**src/rtl/assert_macros.svh**
```systemverilog
// ----------------------------------------------------------------------------
// Assertion macros
// Concurrent check shorthands shared by the RTL; empty under synthesis.
// ----------------------------------------------------------------------------
`ifndef ASSERT_MACROS_SVH
`define ASSERT_MACROS_SVH

`ifndef SYNTHESIS

// Same-cycle implication, checked out of reset.
`define VBS_ASSERT_IMP(label, clk, rst_n, a, b) \
  label: assert property (@(posedge clk) disable iff (!rst_n) (a) |-> (b)) \
    else $error("assertion failed: label");

// Next-cycle implication, checked out of reset.
`define VBS_ASSERT_NXT(label, clk, rst_n, a, b) \
  label: assert property (@(posedge clk) disable iff (!rst_n) (a) |=> (b)) \
    else $error("assertion failed: label");

`else

`define VBS_ASSERT_IMP(label, clk, rst_n, a, b)
`define VBS_ASSERT_NXT(label, clk, rst_n, a, b)

`endif

`endif

```
**src/rtl/vbs_pkg.sv**
```systemverilog
// ----------------------------------------------------------------------------
// vbs_pkg
// Types and constants of the vibration burst sequencer.
// ----------------------------------------------------------------------------
`default_nettype none

package vbs_pkg;

  typedef enum logic [1:0] {
    OP_PAT_TICK = 2'd0,
    OP_PWM_TICK = 2'd1,
    OP_START    = 2'd2,
    OP_STOP     = 2'd3
  } op_t;

  typedef enum logic [1:0] {
    PAT_ALARM    = 2'd0,
    PAT_INCOMING = 2'd1,
    PAT_TEST     = 2'd2,
    PAT_KEEP     = 2'd3
  } pat_t;

  localparam int unsigned DurW   = 16;
  localparam int unsigned CountW = 4;
  localparam int unsigned IdxW   = 3;

  localparam logic [IdxW-1:0] REG_ALARM_ON     = 3'd0;
  localparam logic [IdxW-1:0] REG_ALARM_OFF    = 3'd1;
  localparam logic [IdxW-1:0] REG_INCOMING_ON  = 3'd2;
  localparam logic [IdxW-1:0] REG_INCOMING_OFF = 3'd3;
  localparam logic [IdxW-1:0] REG_TEST_ON      = 3'd4;
  localparam logic [IdxW-1:0] REG_TEST_OFF     = 3'd5;

  localparam logic [CountW-1:0] BURSTS_ALARM    = 4'd10;
  localparam logic [CountW-1:0] BURSTS_INCOMING = 4'd7;
  localparam logic [CountW-1:0] BURSTS_TEST     = 4'd2;

  localparam logic [1:0] PHASE_LAST = 2'd2;

  typedef struct packed {
    op_t        op;
    pat_t       pattern;
    logic       display_busy;
  } in_word_t;

  typedef struct packed {
    logic              motor_on;
    logic              active;
    logic              pwm_running;
    logic [CountW-1:0] bursts_left;
  } out_word_t;

  typedef struct packed {
    logic [DurW-1:0] alarm_on;
    logic [DurW-1:0] alarm_off;
    logic [DurW-1:0] incoming_on;
    logic [DurW-1:0] incoming_off;
    logic [DurW-1:0] test_on;
    logic [DurW-1:0] test_off;
  } cfg_t;

endpackage

`default_nettype wire

```
**src/rtl/vbs_cfg_regs.sv**
```systemverilog
// ----------------------------------------------------------------------------
// vbs_cfg_regs
// Duration register file written through the configuration port.
// ----------------------------------------------------------------------------
`default_nettype none

module vbs_cfg_regs
  import vbs_pkg::*;
(
  input  wire logic            clk,
  input  wire logic            rst_n,
  input  wire logic            wr_en,
  input  wire logic [IdxW-1:0] wr_index,
  input  wire logic [DurW-1:0] wr_data,
  output cfg_t                 cfg
);

  cfg_t cfg_r;
  cfg_t cfg_nxt;

  always_comb begin
    cfg_nxt = cfg_r;
    if (wr_en) begin
      case (wr_index)
        REG_ALARM_ON:     cfg_nxt.alarm_on     = wr_data;
        REG_ALARM_OFF:    cfg_nxt.alarm_off    = wr_data;
        REG_INCOMING_ON:  cfg_nxt.incoming_on  = wr_data;
        REG_INCOMING_OFF: cfg_nxt.incoming_off = wr_data;
        REG_TEST_ON:      cfg_nxt.test_on      = wr_data;
        REG_TEST_OFF:     cfg_nxt.test_off     = wr_data;
        default:          cfg_nxt = cfg_r; // drop writes past the list
      endcase
    end
  end

  always_ff @(posedge clk) begin
    if (!rst_n) begin
      cfg_r <= '0;
    end else begin
      cfg_r <= cfg_nxt;
    end
  end

  assign cfg = cfg_r;

endmodule

`default_nettype wire

```
**src/rtl/vbs_core.sv**
```systemverilog
// ----------------------------------------------------------------------------
// vbs_core
// Sequencer state and its registered update for one event word.
// ----------------------------------------------------------------------------
`default_nettype none

module vbs_core
  import vbs_pkg::*;
(
  input  wire logic     clk,
  input  wire logic     rst_n,
  input  wire logic     step,
  input  wire in_word_t word,
  input  wire cfg_t     cfg,
  output out_word_t     result_nxt
);

  logic              enabled_r,  enabled_nxt;
  logic              pwm_on_r,   pwm_on_nxt;
  logic [1:0]        phase_r,    phase_nxt;
  logic              drive_r,    drive_nxt;
  logic [CountW-1:0] count_r,    count_nxt;
  logic [1:0]        kind_r,     kind_nxt;
  logic [DurW-1:0]   on_r,       on_nxt;
  logic [DurW-1:0]   off_r,      off_nxt;

  // Durations for a stored kind; kind 3 loads nothing.
  function automatic logic load_hit(input logic [1:0] k);
    load_hit = (k != PAT_KEEP);
  endfunction

  function automatic logic [2*DurW-1:0] durations(input logic [1:0] k, input cfg_t c);
    logic [2*DurW-1:0] d;
    case (k)
      PAT_ALARM:    d = {c.alarm_on, c.alarm_off};
      PAT_INCOMING: d = {c.incoming_on, c.incoming_off};
      PAT_TEST:     d = {c.test_on, c.test_off};
      default:      d = '0;
    endcase
    durations = d;
  endfunction

  logic [2*DurW-1:0] reload_dur;
  logic [2*DurW-1:0] start_dur;
  logic [1:0]        start_kind;
  logic [1:0]        phase_inc;

  always_comb begin
    reload_dur = durations(kind_r, cfg);
    start_kind = (word.pattern == PAT_ALARM) ? PAT_ALARM : PAT_INCOMING;
    start_dur  = durations(start_kind, cfg);
    phase_inc  = (phase_r >= PHASE_LAST) ? 2'd0 : phase_r + 2'd1;

    enabled_nxt = enabled_r;
    pwm_on_nxt  = pwm_on_r;
    phase_nxt   = phase_r;
    drive_nxt   = drive_r;
    count_nxt   = count_r;
    kind_nxt    = kind_r;
    on_nxt      = on_r;
    off_nxt     = off_r;

    case (word.op)
      OP_PAT_TICK: begin
        if (enabled_r) begin
          if (count_r != '0) begin
            if (on_r != '0) begin
              on_nxt = on_r - 1'b1;
              if (on_r == DurW'(1)) begin
                pwm_on_nxt = 1'b0;
                drive_nxt  = 1'b0;
              end
            end else if (off_r != '0 && off_r != DurW'(1)) begin
              off_nxt = off_r - 1'b1;
            end else begin
              // Off time expired or both durations empty: start next burst.
              if (off_r != '0) begin
                off_nxt = '0;
              end
              if (load_hit(kind_r)) begin
                on_nxt  = reload_dur[2*DurW-1:DurW];
                off_nxt = reload_dur[DurW-1:0];
              end
              pwm_on_nxt = 1'b1;
              count_nxt  = count_r - 1'b1;
            end
          end else begin
            drive_nxt   = 1'b0;
            pwm_on_nxt  = 1'b0;
            enabled_nxt = 1'b0;
          end
        end
      end
      OP_PWM_TICK: begin
        if (pwm_on_r) begin
          phase_nxt = phase_inc;
          drive_nxt = (phase_inc == 2'd0);
        end
      end
      OP_START: begin
        if (!word.display_busy) begin
          if (word.pattern != PAT_KEEP) begin
            kind_nxt = start_kind;
            on_nxt   = start_dur[2*DurW-1:DurW];
            off_nxt  = start_dur[DurW-1:0];
            case (word.pattern)
              PAT_ALARM:    count_nxt = BURSTS_ALARM;
              PAT_INCOMING: count_nxt = BURSTS_INCOMING;
              default:      count_nxt = BURSTS_TEST;
            endcase
          end
          enabled_nxt = 1'b1;
          phase_nxt   = 2'd0;
          drive_nxt   = 1'b1;
          pwm_on_nxt  = 1'b1;
        end
      end
      default: begin
        drive_nxt = 1'b0;
        if (enabled_r) begin
          pwm_on_nxt  = 1'b0;
          enabled_nxt = 1'b0;
        end
      end
    endcase

    result_nxt.motor_on    = drive_nxt;
    result_nxt.active      = enabled_nxt;
    result_nxt.pwm_running = pwm_on_nxt;
    result_nxt.bursts_left = count_nxt;
  end

  always_ff @(posedge clk) begin
    if (!rst_n) begin
      enabled_r <= 1'b0;
      pwm_on_r  <= 1'b0;
      phase_r   <= 2'd0;
      drive_r   <= 1'b0;
      count_r   <= '0;
      kind_r    <= PAT_ALARM;
      on_r      <= '0;
      off_r     <= '0;
    end else if (step) begin
      enabled_r <= enabled_nxt;
      pwm_on_r  <= pwm_on_nxt;
      phase_r   <= phase_nxt;
      drive_r   <= drive_nxt;
      count_r   <= count_nxt;
      kind_r    <= kind_nxt;
      on_r      <= on_nxt;
      off_r     <= off_nxt;
    end
  end

endmodule

`default_nettype wire

```
**src/rtl/vibration_burst_sequencer_unit.sv**
```systemverilog
// ----------------------------------------------------------------------------
// vibration_burst_sequencer_unit
// Burst-pattern vibration motor sequencer with registered event and result.
// ----------------------------------------------------------------------------
// Each input word is one event (pattern tick, PWM tick, start or stop) and
// produces exactly one result word giving the motor drive, sequence enable,
// PWM enable and remaining burst count after that event. A word is captured
// in the input register, the sequencer state is updated from it, and the
// result lands in the output register; a held word waits in the input
// register while the output is stalled. One word is accepted every cycle
// unless the output is stalled, and the input register can still take one
// word while a result waits.
// Durations are six 16-bit registers written through the cfg_ port, which
// is always ready; write them only while no event is in flight.
// ----------------------------------------------------------------------------
`default_nettype none

`include "assert_macros.svh"

module vibration_burst_sequencer_unit
  import vbs_pkg::*;
(
  input  wire logic            clk,
  input  wire logic            rst_n,
  // event words
  input  wire logic            in_valid,
  output      logic            in_stall,
  input  wire in_word_t        in_word,
  // result words
  output      logic            out_valid,
  input  wire logic            out_stall,
  output out_word_t            out_word,
  // duration registers
  input  wire logic            cfg_valid,
  output      logic            cfg_ready,
  input  wire logic [IdxW-1:0] cfg_index,
  input  wire logic [DurW-1:0] cfg_data
);

  cfg_t      cfg;
  in_word_t  in_r;
  logic      in_v_r, in_v_nxt;
  out_word_t out_r;
  logic      out_v_r, out_v_nxt;
  out_word_t result_nxt;
  logic      advance;
  logic      take;

  assign cfg_ready = 1'b1;

  vbs_cfg_regs u_cfg (
    .clk      (clk),
    .rst_n    (rst_n),
    .wr_en    (cfg_valid && cfg_ready),
    .wr_index (cfg_index),
    .wr_data  (cfg_data),
    .cfg      (cfg)
  );

  // Advance the held event into the result register when that register is
  // empty or being drained this cycle.
  assign advance  = in_v_r && (!out_v_r || !out_stall);
  // Hold off new words only while a held event cannot advance.
  assign in_stall = in_v_r && !advance;
  assign take     = in_valid && !in_stall;

  vbs_core u_core (
    .clk        (clk),
    .rst_n      (rst_n),
    .step       (advance),
    .word       (in_r),
    .cfg        (cfg),
    .result_nxt (result_nxt)
  );

  always_comb begin
    in_v_nxt = take ? 1'b1 : (advance ? 1'b0 : in_v_r);
    if (advance) begin
      out_v_nxt = 1'b1;
    end else if (!out_stall) begin
      out_v_nxt = 1'b0;
    end else begin
      out_v_nxt = out_v_r;
    end
  end

  always_ff @(posedge clk) begin
    if (!rst_n) begin
      in_v_r  <= 1'b0;
      out_v_r <= 1'b0;
    end else begin
      in_v_r  <= in_v_nxt;
      out_v_r <= out_v_nxt;
    end
  end

  // Payload registers: no reset needed.
  always_ff @(posedge clk) begin
    if (take) begin
      in_r <= in_word;
    end
    if (advance) begin
      out_r <= result_nxt;
    end
  end

  assign out_valid = out_v_r;
  assign out_word  = out_r;

  // Motor drive and PWM only ever run inside an enabled sequence.
  `VBS_ASSERT_IMP(a_motor_needs_active, clk, rst_n, out_v_r && out_r.motor_on, out_r.active)
  `VBS_ASSERT_IMP(a_pwm_needs_active, clk, rst_n, out_v_r && out_r.pwm_running, out_r.active)
  // The burst count never exceeds the longest pattern.
  `VBS_ASSERT_IMP(a_count_range, clk, rst_n, out_v_r, out_r.bursts_left <= BURSTS_ALARM)
  // An accepted word is held in the input register next cycle.
  `VBS_ASSERT_NXT(a_take_held, clk, rst_n, take, in_v_r)

endmodule

`default_nettype wire

```
**config.mk**
```make
export PLATFORM = sky130hd
export DESIGN_NAME = vibration_burst_sequencer_unit
export DESIGN_NICKNAME = d
export VERILOG_FILES = /design/src/rtl/vbs_pkg.sv /design/src/rtl/vbs_cfg_regs.sv /design/src/rtl/vbs_core.sv /design/src/rtl/vibration_burst_sequencer_unit.sv
export VERILOG_INCLUDE_DIRS = /design/src /design/src/rtl
export SDC_FILE = /design/constraint.sdc
export NUM_CORES = 1
export LEC_CHECK = 0
export BUFFER_PORTS_ARGS = -buffer_cell sky130_fd_sc_hd__buf_2
export CAP_MARGIN = 20
export CORE_ASPECT_RATIO = 0.5
export CORE_MARGIN = 3
export CORE_UTILIZATION = 66
export DETAILED_ROUTE_END_ITERATION = 8
export PLACE_DENSITY = 0.89
export SLEW_MARGIN = 10
export SYNTH_ARGS = -nofsm -noshare
export SYNTH_HDL_FRONTEND = slang
export SYNTH_SLANG_ARGS = --single-unit
```
**constraint.sdc**
```tcl
create_clock -name clk -period 4.42 [get_ports clk]
set_clock_uncertainty 0.1 [all_clocks]
set_input_delay 0.442 -clock clk [delete_from_list [all_inputs] [get_ports clk]]
set_output_delay 0.442 -clock clk [all_outputs]
set_load 0.1 [all_outputs]
```
==> results of run 1 <==
## kinds of logic after synthesis
logic type,Yosys count
buffers and inverters,74
flip-flops,120
AO/OA/AOI/OAI,246
multiplexers,32
adder cells (fa/ha/maj),5
other,1
AND/OR/NAND/NOR,388
XOR/XNOR,18
## area by class of cell
| type | instances | area (sq um) |
|---|---|---|
| Clock buffer | 22 | 507 |
| Clock inverter | 10 | 87.6 |
| Inverter | 12 | 45.0 |
| Multi-Input combinational cell | 690 | 3710 |
| Sequential cell | 120 | 2520 |
| Fill cell | 621 | 1880 |
| Tap cell | 130 | 163 |
| Timing Repair Buffer | 45 | 245 |
## synth_stat cells (7+ instances only)
cell / count
dfxtp_1: 108
nor2_1: 44
a211oi_1: 7
inv_1: 11
a21oi_1: 133
nand2_1: 244
o21ai_0: 44
nor3_1: 21
clkbuf_1: 49
buf_2: 8
xnor2_1: 17
nand3_1: 16
mux2i_1: 32
nor4_1: 11
edfxtp_1: 12
a31oi_1: 21
## cells in the final DEF (no fill, tap or decap), types with 3 or more instances in the layout
cell type,netlist,final
clkbuf_16,0,19
inv_1,11,10
ha_1,5,5
nor3_1,21,21
nor3b_1,6,6
nor2b_1,6,6
edfxtp_1,12,12
o31ai_1,4,4
or4_1,6,6
or3_1,6,6
xnor2_1,17,17
clkinvlp_4,0,3
a2111oi_0,3,3
mux2i_1,32,32
a21oi_1,133,133
a22oi_1,3,3
o21ai_0,44,44
nand3_1,16,16
clkinv_2,0,4
o21a_1,4,4
buf_2,8,37
a31oi_1,21,21
or2_2,5,5
buf_4,1,8
o211ai_1,6,6
nor4_1,11,11
a211oi_1,7,7
nand2b_1,5,5
dfxtp_1,108,107
nor2_1,44,43
nand2_1,244,244
## state kept, by name (all words and copies together) (netlist names)
name and cells:
u_core.kind_r 1, u_core.off_r 16, u_core.phase_r 2, out_valid 1, out_word 7, u_core.count_r 4, u_cfg.cfg 64, in_v_r 1
u_core.enabled_r 1, u_core.on_r 16, u_core.pwm_on_r 1, u_core.drive_r 1, in_r 5
## worst max-delay path, delay by kind of cell, from the launching register on
kind	cells	cell delay (ns)
AND/OR/NAND/NOR	4	1.71
flip-flops	1	0.35
AO/OA/AOI/OAI	2	1.04
## stage by stage
| stage | instances | area [sq um] | power [mW] | hold WS, ns |
|---|---|---|---|---|
| 6_report | 1029 | 7280 | 2.92 | 0.101 |
| 3_5_place_dp | 996 | 6680 | 1.54 | 0.359 |
| 3_3_place_gp | 996 | 6680 | 1.54 | 0.349 |
| 4_1_cts | 1028 | 7270 | 2.91 | 0.0977 |
| 5_1_grt | 1029 | 7280 | 3.00 | 0.101 |
| 2_1_floorplan | 884 | 6520 | 1.45 | 0.336 |
## final timing paths
check                                     start              to  slack [ns]  cells past startpoint
worst max-delay path            u_core.off_r[3]  u_core.on_r[1]        1.11                      6
worst min-delay path                 in_word[3]         in_r[3]        0.10                      1
worst max register to register  u_core.off_r[3]  u_core.on_r[1]        1.11                      6
worst min register to register    u_cfg.cfg[94]   u_cfg.cfg[94]        0.37                      2
## power groups by stage
stage / Sequential [mW] / Combinational (mW) / Clock [mW]
global route: 1.16 / 0.412 / 1.43
CTS: 1.16 / 0.369 / 1.38
floorplan: 1.20 / 0.256 / 0
global placement: 1.18 / 0.358 / 0
detailed placement: 1.18 / 0.362 / 0
finish: 1.16 / 0.381 / 1.38
## metal layers
layer  up-vias  wire, um  GRT usage, %
met1      3075      7830          46.8
li1       3104         -             -
met2       488      8090          50.7
met3        65      2620          11.4
met4         2       485          11.5
met5         -         8          2.73
==> Implementation_results.wiki, run 1 <==
{| class="wikitable"
! Metric !! Value
|-
| Outcome || finished clean
|-
| Startpoint type of the worst setup path || flip-flop
|-
| Final hold viol count || 0
|-
| 1st-iter DRT viols || 969
|-
| Maximum number of pins on one net before global-route repair || 62
|-
| Root Driver || clkbuf_16
|-
| Std cell rows || 24
|-
| Worst setup margin || 1.11 ns
|-
| Post-CTS setup buffer count || 0
|-
| Total iterations of the first detailed-routing run || 6
|-
| Clock transition at the registers of the reported paths || 0.06 ns
|-
| Vias in the first global route || 6,068
|-
| Kind of critical path || flip-flop to flip-flop
|-
| TritonCTS sink count || 120
|-
| TritonCTS clock tree || yes
|-
| VDD IR-drop max || 0.329 mV
|-
| Share of total power in combinational logic || 13.0%
|-
| WP data required || 4.64 ns
|-
| Area share of fa/ha/maj cells after synthesis || 0.960%
|-
| Share of flip-flops with an asynchronous set or reset after synthesis || 0%
|-
| Count of synthesis-stage warnings from yosys || 0
|-
| Area of the mapped netlist || 0.00652 sq mm
|-
| Slew at the pin closest to its max-slew limit || 1.14 ns
|-
| Clk Latency, worst-skew pair || 0.42 ns
|-
| Cells resized by post-CTS repair || 0
|-
| Wire length of the first global-routing pass || 31,100 um
|-
| Delay of the slowest cell on the worst path || 0.75 ns
|-
| Clock network fraction of design power || 47.4%
|-
| Utilization of the core after routing || 79.5%
|-
| Post-synthesis compound-gate area fraction || 21.8%
|-
| Mux contribution to synthesized area || 4.91%
|-
| Sum of overflow across all layers after global routing || 0
|-
| Global router's overall resource usage || 34.2%
|-
| Number of buffers added on ports || 37
|-
| Routed wire length || 19,000 um
|-
| Arrival time at the worst endpoint || 3.53 ns
|-
| Via count of the routed design || 6,734
|-
| Lkg Pwr || 2.53 nW
|-
| Max-cap check violation count || 0
|-
| Number of setup violations in the final report || 0
|-
| Die Area || 0.0112 sq mm
|-
| Switching share of power || 27.7%
|-
| Number of H-tree branching levels || 4
|-
| Sort of element at the end of the critical path || flip-flop
|-
| Std-Cell Core Area || 0.00916 sq mm
|-
| Power density of the placed cells || 402 mW/mm^2
|-
| Post-synthesis cell type count || 62
|-
| Effective utilization at floorplan || 71.2%
|-
| Count of flip-flops with a built-in enable after synthesis || 12
|-
| Vias per Instance || 6.54
|-
| Min Tclk post-route || 3.31 ns
|-
| Num CTS Buffers || 17
|-
| Xor/xnor cell area share of the yosys netlist || 2.42%
|-
| Die span in x || 147 um
|-
| Number of primary I/O pins || 39
|-
| Number of nets in the finished design || 920
|-
| Antenna violations before repair || 0
|-
| Hold buffer count at cts || 0
|-
| Power share of the sequential group || 39.6%
|-
| Post-place setup slack || 1.30 ns
|-
| Worst rel slew slack || 24.0%
|-
| Cell taking the most area after synthesis || dfxtp_1
|-
| Post-synthesis cell count || 884
|-
| Combinational family with the most area after synthesis || simple AND/OR/NAND/NOR gates
|-
| Routed len/inst || 18.5 um
|-
| Antenna viol nets, final || 0
|-
| Vertical die dimension || 76.3 um
|-
| Post-synthesis share of cell area spent on and, or, nand and nor gates || 26.7%
|-
| Sequential fraction of the synthesis area || 38.7%
|-
| Area share of the largest cell type after synthesis || 33.2%
|-
| Critical path, cell by cell || or4_1 > nor4_4 > nand2_1 > a31oi_2 > nand2_1 > o21ai_0
|-
| # diodes || 0
|-
| Peak fanout along the critical path || 17
|-
| Half-perimeter wire length after placement || 12,100 um
|-
| RSZ-0062 raised after global routing || false
|-
| Post-synthesis to final-layout area growth || 11.6%
|-
| Accumulated negative setup slack || 0 ns
|-
| Worst-path cell with the longest stage delay || a31oi_2
|-
| Share of the cycle needed by the critical path after routing || 74.9%
|-
| DRC || 0
|-
| Maximum clock path buffer count || 2
|-
| Ranking of synthesized cells by area || dfxtp_1, nand2_1, a21oi_1, edfxtp_1, mux2i_1
|-
| CP dominant cell by count || nand2_1
|-
| Achievable Freq || 302 MHz
|-
| Synthesized Nets || 918
|-
| Placer congestion estimate || 0.920
|-
| Slew Viols, Final || 0
|-
| Power dissipated by switching net loads || 0.810 mW
|-
| Design internal power || 2.11 mW
|-
| Most used flip-flop cell after synthesis || dfxtp_1
|-
| Avg Cell Area, Syn || 7.38 sq um
|-
| Type of the worst min-delay path || input port to flip-flop
|-
| #FFs+latches synth || 120
|-
| Fraction of layout cells with a size suffix above 1 || 10.7%
|}
Power figures use the tool's default switching activity.
==> run 2, diff against run 1 <==
--- a/config.mk
+++ b/config.mk
@@ -6,13 +6,14 @@
 export SDC_FILE = /design/constraint.sdc
 export NUM_CORES = 1
 export LEC_CHECK = 0
+export ABC_AREA = 1
 export BUFFER_PORTS_ARGS = -buffer_cell sky130_fd_sc_hd__buf_2
 export CAP_MARGIN = 20
 export CORE_ASPECT_RATIO = 0.5
 export CORE_MARGIN = 3
-export CORE_UTILIZATION = 66
+export CORE_UTILIZATION = 61
 export DETAILED_ROUTE_END_ITERATION = 8
-export PLACE_DENSITY = 0.89
+export PLACE_DENSITY = 0.84
 export SLEW_MARGIN = 10
 export SYNTH_ARGS = -nofsm -noshare
 export SYNTH_HDL_FRONTEND = slang
==> constraint.sdc (replaced) <==
create_clock -name clk -period 3.2 [get_ports clk]
set_clock_uncertainty 0.1 [all_clocks]
set_input_delay 0.32 -clock clk [delete_from_list [all_inputs] [get_ports clk]]
set_output_delay 0.32 -clock clk [all_outputs]
set_load 0.1 [all_outputs]
==> run 2 against run 1 <==
Utilization down 7.8 points. First-iteration DRC count down 1.4%. Via count up 2.0%. Sequential share of layout area down 0.72 points. Largest cell class unchanged. Highest routed layer is now met4.
==> Implementation_results.wiki, run 2 <==
{| class="wikitable"
! Metric !! Value
|-
| Combinational family with the most area after synthesis || compound AO/OA/AOI/OAI gates
|-
| Mux contribution to synthesized area || 0.152%
|-
| 1st-iter DRT viols || 955
|-
| Achievable Freq || 408 MHz
|-
| Type of the worst min-delay path || input port to flip-flop
|-
| Startpoint type of the worst setup path || flip-flop
|-
| Commonest cells after routing, fill and taps aside || o21ai_0, nand2_1, nor2_1
|-
| Worst rel slew slack || 43.5%
|-
| Number of nets in the finished design || 1,040
|-
| Post-synthesis cell count || 985
|-
| Effective utilization at floorplan || 63.6%
|-
| Area of the mapped netlist || 0.00660 sq mm
|-
| Accumulated negative setup slack || 0 ns
|-
| Number of H-tree branching levels || 4
|-
| Clk Latency, worst-skew pair || 0.43 ns
|-
| Area share of fa/ha/maj cells after synthesis || 0.949%
|-
| Sum of overflow across all layers after global routing || 0
|-
| Post-synthesis compound-gate area fraction || 26.5%
|-
| Antenna viol nets, final || 0
|-
| Sort of element at the end of the critical path || flip-flop
|-
| Peak fanout along the critical path || 25
|-
| Min Tclk post-route || 2.45 ns
|-
| # diodes || 0
|-
| Number of setup violations in the final report || 0
|-
| Antenna violations before repair || 0
|-
| #FFs+latches synth || 120
|-
| Most common cell in the netlist || o21ai_0
|-
| WP data required || 3.42 ns
|-
| Std cell rows || 26
|-
| Vertical die dimension || 79.5 um
|-
| Share of the cycle needed by the critical path after routing || 76.6%
|-
| Std-Cell Core Area || 0.0104 sq mm
|-
| Power density of the placed cells || 598 mW/mm^2
|-
| Maximum clock path buffer count || 2
|-
| Num CTS Buffers || 17
|-
| Most used flip-flop cell after synthesis || dfxtp_1
|-
| Final Total Pwr || 4.44 mW
|-
| Global router's overall resource usage || 32.2%
|-
| Via count of the routed design || 6,870
|-
| Cell taking the most area after synthesis || dfxtp_1
|-
| Share of flip-flops with an asynchronous set or reset after synthesis || 0%
|-
| Routed wire length || 19,300 um
|-
| Slew Viols, Final || 0
|-
| Post-synthesis cell type count || 43
|-
| Utilization of the core after routing || 71.6%
|-
| Die span in x || 153 um
|-
| Slew at the pin closest to its max-slew limit || 0.848 ns
|-
| Post-synthesis share of cell area spent on and, or, nand and nor gates || 21.8%
|-
| Top cell types by occurrence after synthesis || o21ai_0, nand2_1, nor2_1, a21oi_1
|-
| Root Driver || clkbuf_16
|-
| Die Area || 0.0122 sq mm
|-
| Lkg Pwr || 3.18 nW
|-
| Routed len/inst || 16.7 um
|-
| Synthesized Nets || 1,019
|-
| Sequential fraction of the synthesis area || 38.2%
|-
| Clock transition at the registers of the reported paths || 0.06 ns
|-
| Avg Cell Area, Syn || 6.70 sq um
|-
| VDD IR-drop max || 0.367 mV
|-
| Ranking of synthesized cells by area || dfxtp_1, o21ai_0, a21oi_1, nand2_1, nor2_1
|-
| Xor/xnor cell area share of the yosys netlist || 1.86%
|-
| Count of flip-flops with a built-in enable after synthesis || 12
|-
| Total iterations of the first detailed-routing run || 6
|-
| Most frequent standard cell in the layout excluding fill and tap cells || o21ai_0
|-
| Max FFs per register || 64
|-
| Area share of the largest cell type after synthesis || 32.8%
|-
| RSZ-0062 raised after global routing || false
|-
| Vias per Instance || 5.93
|-
| Number of primary I/O pins || 39
|-
| TritonCTS sink count || 120
|-
| DRC || 0
|-
| Post-CTS setup buffer count || 0
|-
| Wire length of the first global-routing pass || 30,900 um
|-
| Post-synthesis to final-layout area growth || 12.7%
|-
| Count of synthesis-stage warnings from yosys || 0
|-
| Fraction of layout cells with a size suffix above 1 || 10.8%
|-
| Final hold viol count || 0
|-
| Kind of critical path || flip-flop to flip-flop
|-
| Vias in the first global route || 6,025
|-
| Maximum number of pins on one net before global-route repair || 55
|-
| Half-perimeter wire length after placement || 13,200 um
|-
| Outcome || finished clean
|-
| TritonCTS clock tree || yes
|-
| Arrival time at the worst endpoint || 2.67 ns
|-
| Placer congestion estimate || 0.964
|-
| Max-cap check violation count || 0
|-
| Number of buffers added on ports || 37
|}
run 2: per-layer routing:
layer	vias up	share of wire, %	GRT usage (%)
met5	-	0	0
met1	3121	45	47.2
met4	0	1.6	11.5
met3	35	13	8.39
li1	3308	-	-
met2	406	40	45.5
run 2: cell type report:
class	instances	area (sq um)
repair buffers	55	333
fillers	868	2940
inverters	117	444
clock inverters	13	110
well taps	140	175
flip-flops and latches	120	2520
multi-input cells	695	3390
clock buffers	19	454
run 2: stage by stage:
stage / instances / setup WS (ns) / cell area (sq um) / hold slack [ns]
after floorplan: 985 / 0.0183 / 6600 / 0.319
after global placement: 1122 / 0.856 / 6820 / 0.344
after detailed placement: 1122 / 0.775 / 6820 / 0.351
after CTS: 1159 / 0.761 / 7430 / 0.0681
after global routing: 1159 / 0.465 / 7430 / 0.0849
final: 1159 / 0.749 / 7430 / 0.0793
run 2: final timing paths:
| kind | to | depth (start not counted) | from | slack, ns |
|---|---|---|---|---|
| max | u_core.on_r[9] | 13 | u_core.off_r[0] | 0.75 |
| min | u_cfg.cfg[63] | 3 | cfg_data[15] | 0.08 |
| max reg2reg | u_core.on_r[9] | 13 | u_core.off_r[0] | 0.75 |
| min reg2reg | u_cfg.cfg[40] | 2 | u_cfg.cfg[40] | 0.36 |
run 2: timing repair:
item	4_1_cts	5_1_grt
hold endpoints to repair	5	0
resized for setup	0	0
hold buffers	5	0
run 2: logic make-up (layout without fill, tap and decap cells):
| logic type | Yosys count | in the layout |
|---|---|---|
| AOI/OAI and AO/OA | 335 | 335 |
| muxes | 1 | 1 |
| DFF | 120 | 120 |
| xor gates and xnor gates | 14 | 14 |
| adders and majority gates | 5 | 5 |
| other | 1 | 1 |
| and+or+nand+nor | 339 | 339 |
| buffers and inverters | 170 | 204 |
run 2: critical path, stage by stage (launching register included):
cell     delay, ns
dfxtp_1       0.33
inv_1         0.10
ha_1          0.24
inv_1         0.06
nand2_1       0.05
nand2_1       0.04
nor2_1        0.11
nand2_2       0.30
nand3_2       0.18
nand2_2       0.15
inv_2         0.34
o21ai_0       0.16
nor2_1        0.12
nor2_1        0.04
run 2: where the power goes:
part           total, mW  switching, mW  internal [mW]
Sequential          1.65         0.0609           1.59
Combinational      0.943          0.648          0.295
Clock               1.85          0.792           1.06
Total               4.44           1.50           2.94
==> run 3, diff against run 2 <==
--- a/config.mk
+++ b/config.mk
@@ -11,9 +11,9 @@
 export CAP_MARGIN = 20
 export CORE_ASPECT_RATIO = 0.5
 export CORE_MARGIN = 3
-export CORE_UTILIZATION = 61
+export CORE_UTILIZATION = 55
 export DETAILED_ROUTE_END_ITERATION = 8
-export PLACE_DENSITY = 0.84
+export PLACE_DENSITY = 0.8
 export SLEW_MARGIN = 10
 export SYNTH_ARGS = -nofsm -noshare
 export SYNTH_HDL_FRONTEND = slang
==> constraint.sdc (replaced) <==
create_clock -name clk -period 2 [get_ports clk]
set_clock_uncertainty 0.1 [all_clocks]
set_input_delay 0.2 -clock clk [delete_from_list [all_inputs] [get_ports clk]]
set_output_delay 0.2 -clock clk [all_outputs]
set_load 0.1 [all_outputs]
==> run 3 against run 2 <==
Sequential power is 59% higher. Hold slack worse by 0.067 ns. Critical path depth fell by 4. Largest cell class unchanged.
==> Implementation_results.wiki, run 3 (same netlist as run 2, synthesis figures left out) <==
{| class="wikitable"
! Metric !! Value
|-
| RSZ-0062 raised after global routing || true
|-
| Delay of the slowest cell on the worst path || 0.37 ns
|-
| Via count of the routed design || 7,025
|-
| Outcome || finished clean
|-
| Number of nets in the finished design || 1,074
|-
| Max-cap check violation count || 0
|-
| VDD IR-drop max || 0.551 mV
|-
| Maximum clock path buffer count || 2
|-
| Worst Hold Margin || 0.0120 ns
|-
| Post-DP Area || 0.00710 sq mm
|-
| Arrival time at the worst endpoint || 2.14 ns
|-
| Number of setup violations in the final report || 0
|-
| Sort of element at the end of the critical path || flip-flop
|-
| Termination of the worst setup path || u_core.off_r[4]
|-
| Clock network fraction of design power || 41.5%
|-
| M2 GR Usage || 41.0%
|-
| Maximum number of pins on one net before global-route repair || 92
|-
| Wire length of the first global-routing pass || 31,800 um
|-
| Fraction of layout cells with a size suffix above 1 || 14.4%
|-
| Post-synthesis to final-layout area growth || 19.6%
|-
| 1st-iter DRT viols || 1,178
|-
| R2r endpoint || u_core.off_r[4]
|-
| Clk Latency, worst-skew pair || 0.42 ns
|-
| Slew Viols, Final || 0
|-
| Global router's overall resource usage || 29.6%
|-
| Antenna viol nets, final || 0
|-
| Slew at the pin closest to its max-slew limit || 0.585 ns
|-
| Lkg Pwr || 3.38 nW
|-
| Type of the worst min-delay path || input port to flip-flop
|-
| Critical path, cell by cell || nor2_1 > nand2_1 > nor2_2 > nand2_4 > buf_6 > o21ai_2 > nor2_1 > nor3_1 > nor2_1
|-
| Post-Layout Inst Area || 0.00789 sq mm
|-
| WP data required || 2.21 ns
|-
| Peak-usage layer in the global routing report || met1
|-
| Most frequent standard cell in the layout excluding fill and tap cells || o21ai_0
|-
| Critical R2R Launch || u_core.off_r[2]
|-
| Std cell rows || 27
|-
| Routed len/inst || 16.6 um
|-
| Number of primary I/O pins || 39
|-
| Die Area || 0.0134 sq mm
|-
| TritonCTS clock tree || yes
|-
| Num CTS Buffers || 17
|-
| Effective utilization at floorplan || 58.1%
|-
| Clock transition at the registers of the reported paths || 0.06 ns
|-
| M3 GR Usage || 8.72%
|-
| Worst-path cell with the longest stage delay || dfxtp_1
|-
| Share of total power in combinational logic || 23.2%
|-
| Vias in the first global route || 6,105
|-
| Die span in x || 161 um
|-
| Cell count of the worst reg-to-reg path || 9
|-
| Commonest cells after routing, fill and taps aside || o21ai_0, nand2_1, nor2_1
|-
| Design internal power || 4.90 mW
|-
| # diodes || 0
|-
| Global-route track usage on met1 || 44.3%
|-
| Sum of overflow across all layers after global routing || 0
|-
| Reg-to-reg setup timing slack || 0.07 ns
|-
| Power share of the sequential group || 35.3%
|-
| Achievable Freq || 517 MHz
|-
| DRC || 0
|-
| Root Driver || clkbuf_16
|-
| Total iterations of the first detailed-routing run || 7
|-
| Final hold viol count || 0
|-
| Routed wire length || 20,100 um
|-
| Count of fill cells added during filler insertion || 940
|-
| Number of buffers added on ports || 37
|-
| Worst rel slew slack || 61.0%
|-
| Vertical die dimension || 83.4 um
|-
| Min Tclk post-route || 1.93 ns
|-
| TritonCTS sink count || 120
|-
| Final Total Pwr || 7.44 mW
|-
| CP dominant cell by count || nor2_1
|-
| Power density of the placed cells || 942 mW/mm^2
|-
| Worst setup startpoint || u_core.off_r[2]
|-
| Share of the cycle needed by the critical path after routing || 96.6%
|-
| Startpoint type of the worst setup path || flip-flop
|-
| Power dissipated by switching net loads || 2.54 mW
|-
| Switching share of power || 34.1%
|-
| Antenna violations before repair || 0
|-
| Placer congestion estimate || 0.953
|-
| Kind of critical path || flip-flop to flip-flop
|-
| Std-Cell Core Area || 0.0114 sq mm
|-
| Peak fanout along the critical path || 18
|-
| Half-perimeter wire length after placement || 12,900 um
|-
| Number of H-tree branching levels || 4
|-
| Vias per Instance || 5.80
|-
| Max FFs per register || 64
|}
run 3: worst min-delay path by stage:
stage          cells after the start        start             to
3_3_place_gp                       1   in_word[4]        in_r[4]
6_report                           3  cfg_data[0]  u_cfg.cfg[48]
3_5_place_dp                       1   in_word[4]        in_r[4]
4_1_cts                            3  cfg_data[4]  u_cfg.cfg[52]
5_1_grt                            3  cfg_data[6]  u_cfg.cfg[54]
2_1_floorplan                      0   in_word[0]        in_r[0]
run 3: power by group through the flow:
stage / registers [mW] / logic [mW] / clock network (mW)
2_1_floorplan: 2.72 / 1.09 / 0
3_3_place_gp: 2.67 / 1.52 / 0
3_5_place_dp: 2.67 / 1.56 / 0
4_1_cts: 2.62 / 1.62 / 3.06
5_1_grt: 2.64 / 1.89 / 3.20
6_report: 2.63 / 1.72 / 3.09
run 3: metrics by stage:
step	instances	util [%]	setup TNS [ns]	setup slack [ns]
2_1_floorplan	985	-	0	0.132
3_3_place_gp	1163	62.5	0	0.0754
3_5_place_dp	1163	62.5	0	0.0135
4_1_cts	1209	68.9	0	0.0470
5_1_grt	1212	69.5	-0.312	-0.0572
6_report	1212	69.5	0	0.0671
run 3: per-layer routing:
layer,vias to the layer above,part of all wire (%)
met3,36,14
met4,0,2.0
li1,3363,-
met5,-,0
met1,3149,45
met2,477,39
run 3: final cells by class:
| class | instances | area, sq um | area share (%) |
|---|---|---|---|
| Sequential cell | 120 | 2530 | 32.1 |
| Clock buffer | 17 | 425 | 5.39 |
| Inverter | 117 | 448 | 5.68 |
| Multi-Input combinational cell | 695 | 3440 | 43.6 |
| Tap cell | 159 | 199 | 2.52 |
| Timing Repair Buffer | 89 | 689 | 8.74 |
| Clock inverter | 15 | 159 | 2.01 |
run 3: repair_timing:
item,CTS,global route
hold buffers,14,0
resized for setup,2,16
endpoints found under the setup margin,1,26
pin swaps,0,7
hold endpoints to repair,15,0
setup buffers,0,3
run 3: worst max-delay path: cells and delay by family (launching register included):
| family | cells | cell delay, ns |
|---|---|---|
| and+or+nand+nor | 7 | 1.02 |
| AOI/OAI and AO/OA | 1 | 0.15 |
| DFF | 1 | 0.37 |
| buffers and inverters | 1 | 0.18 |
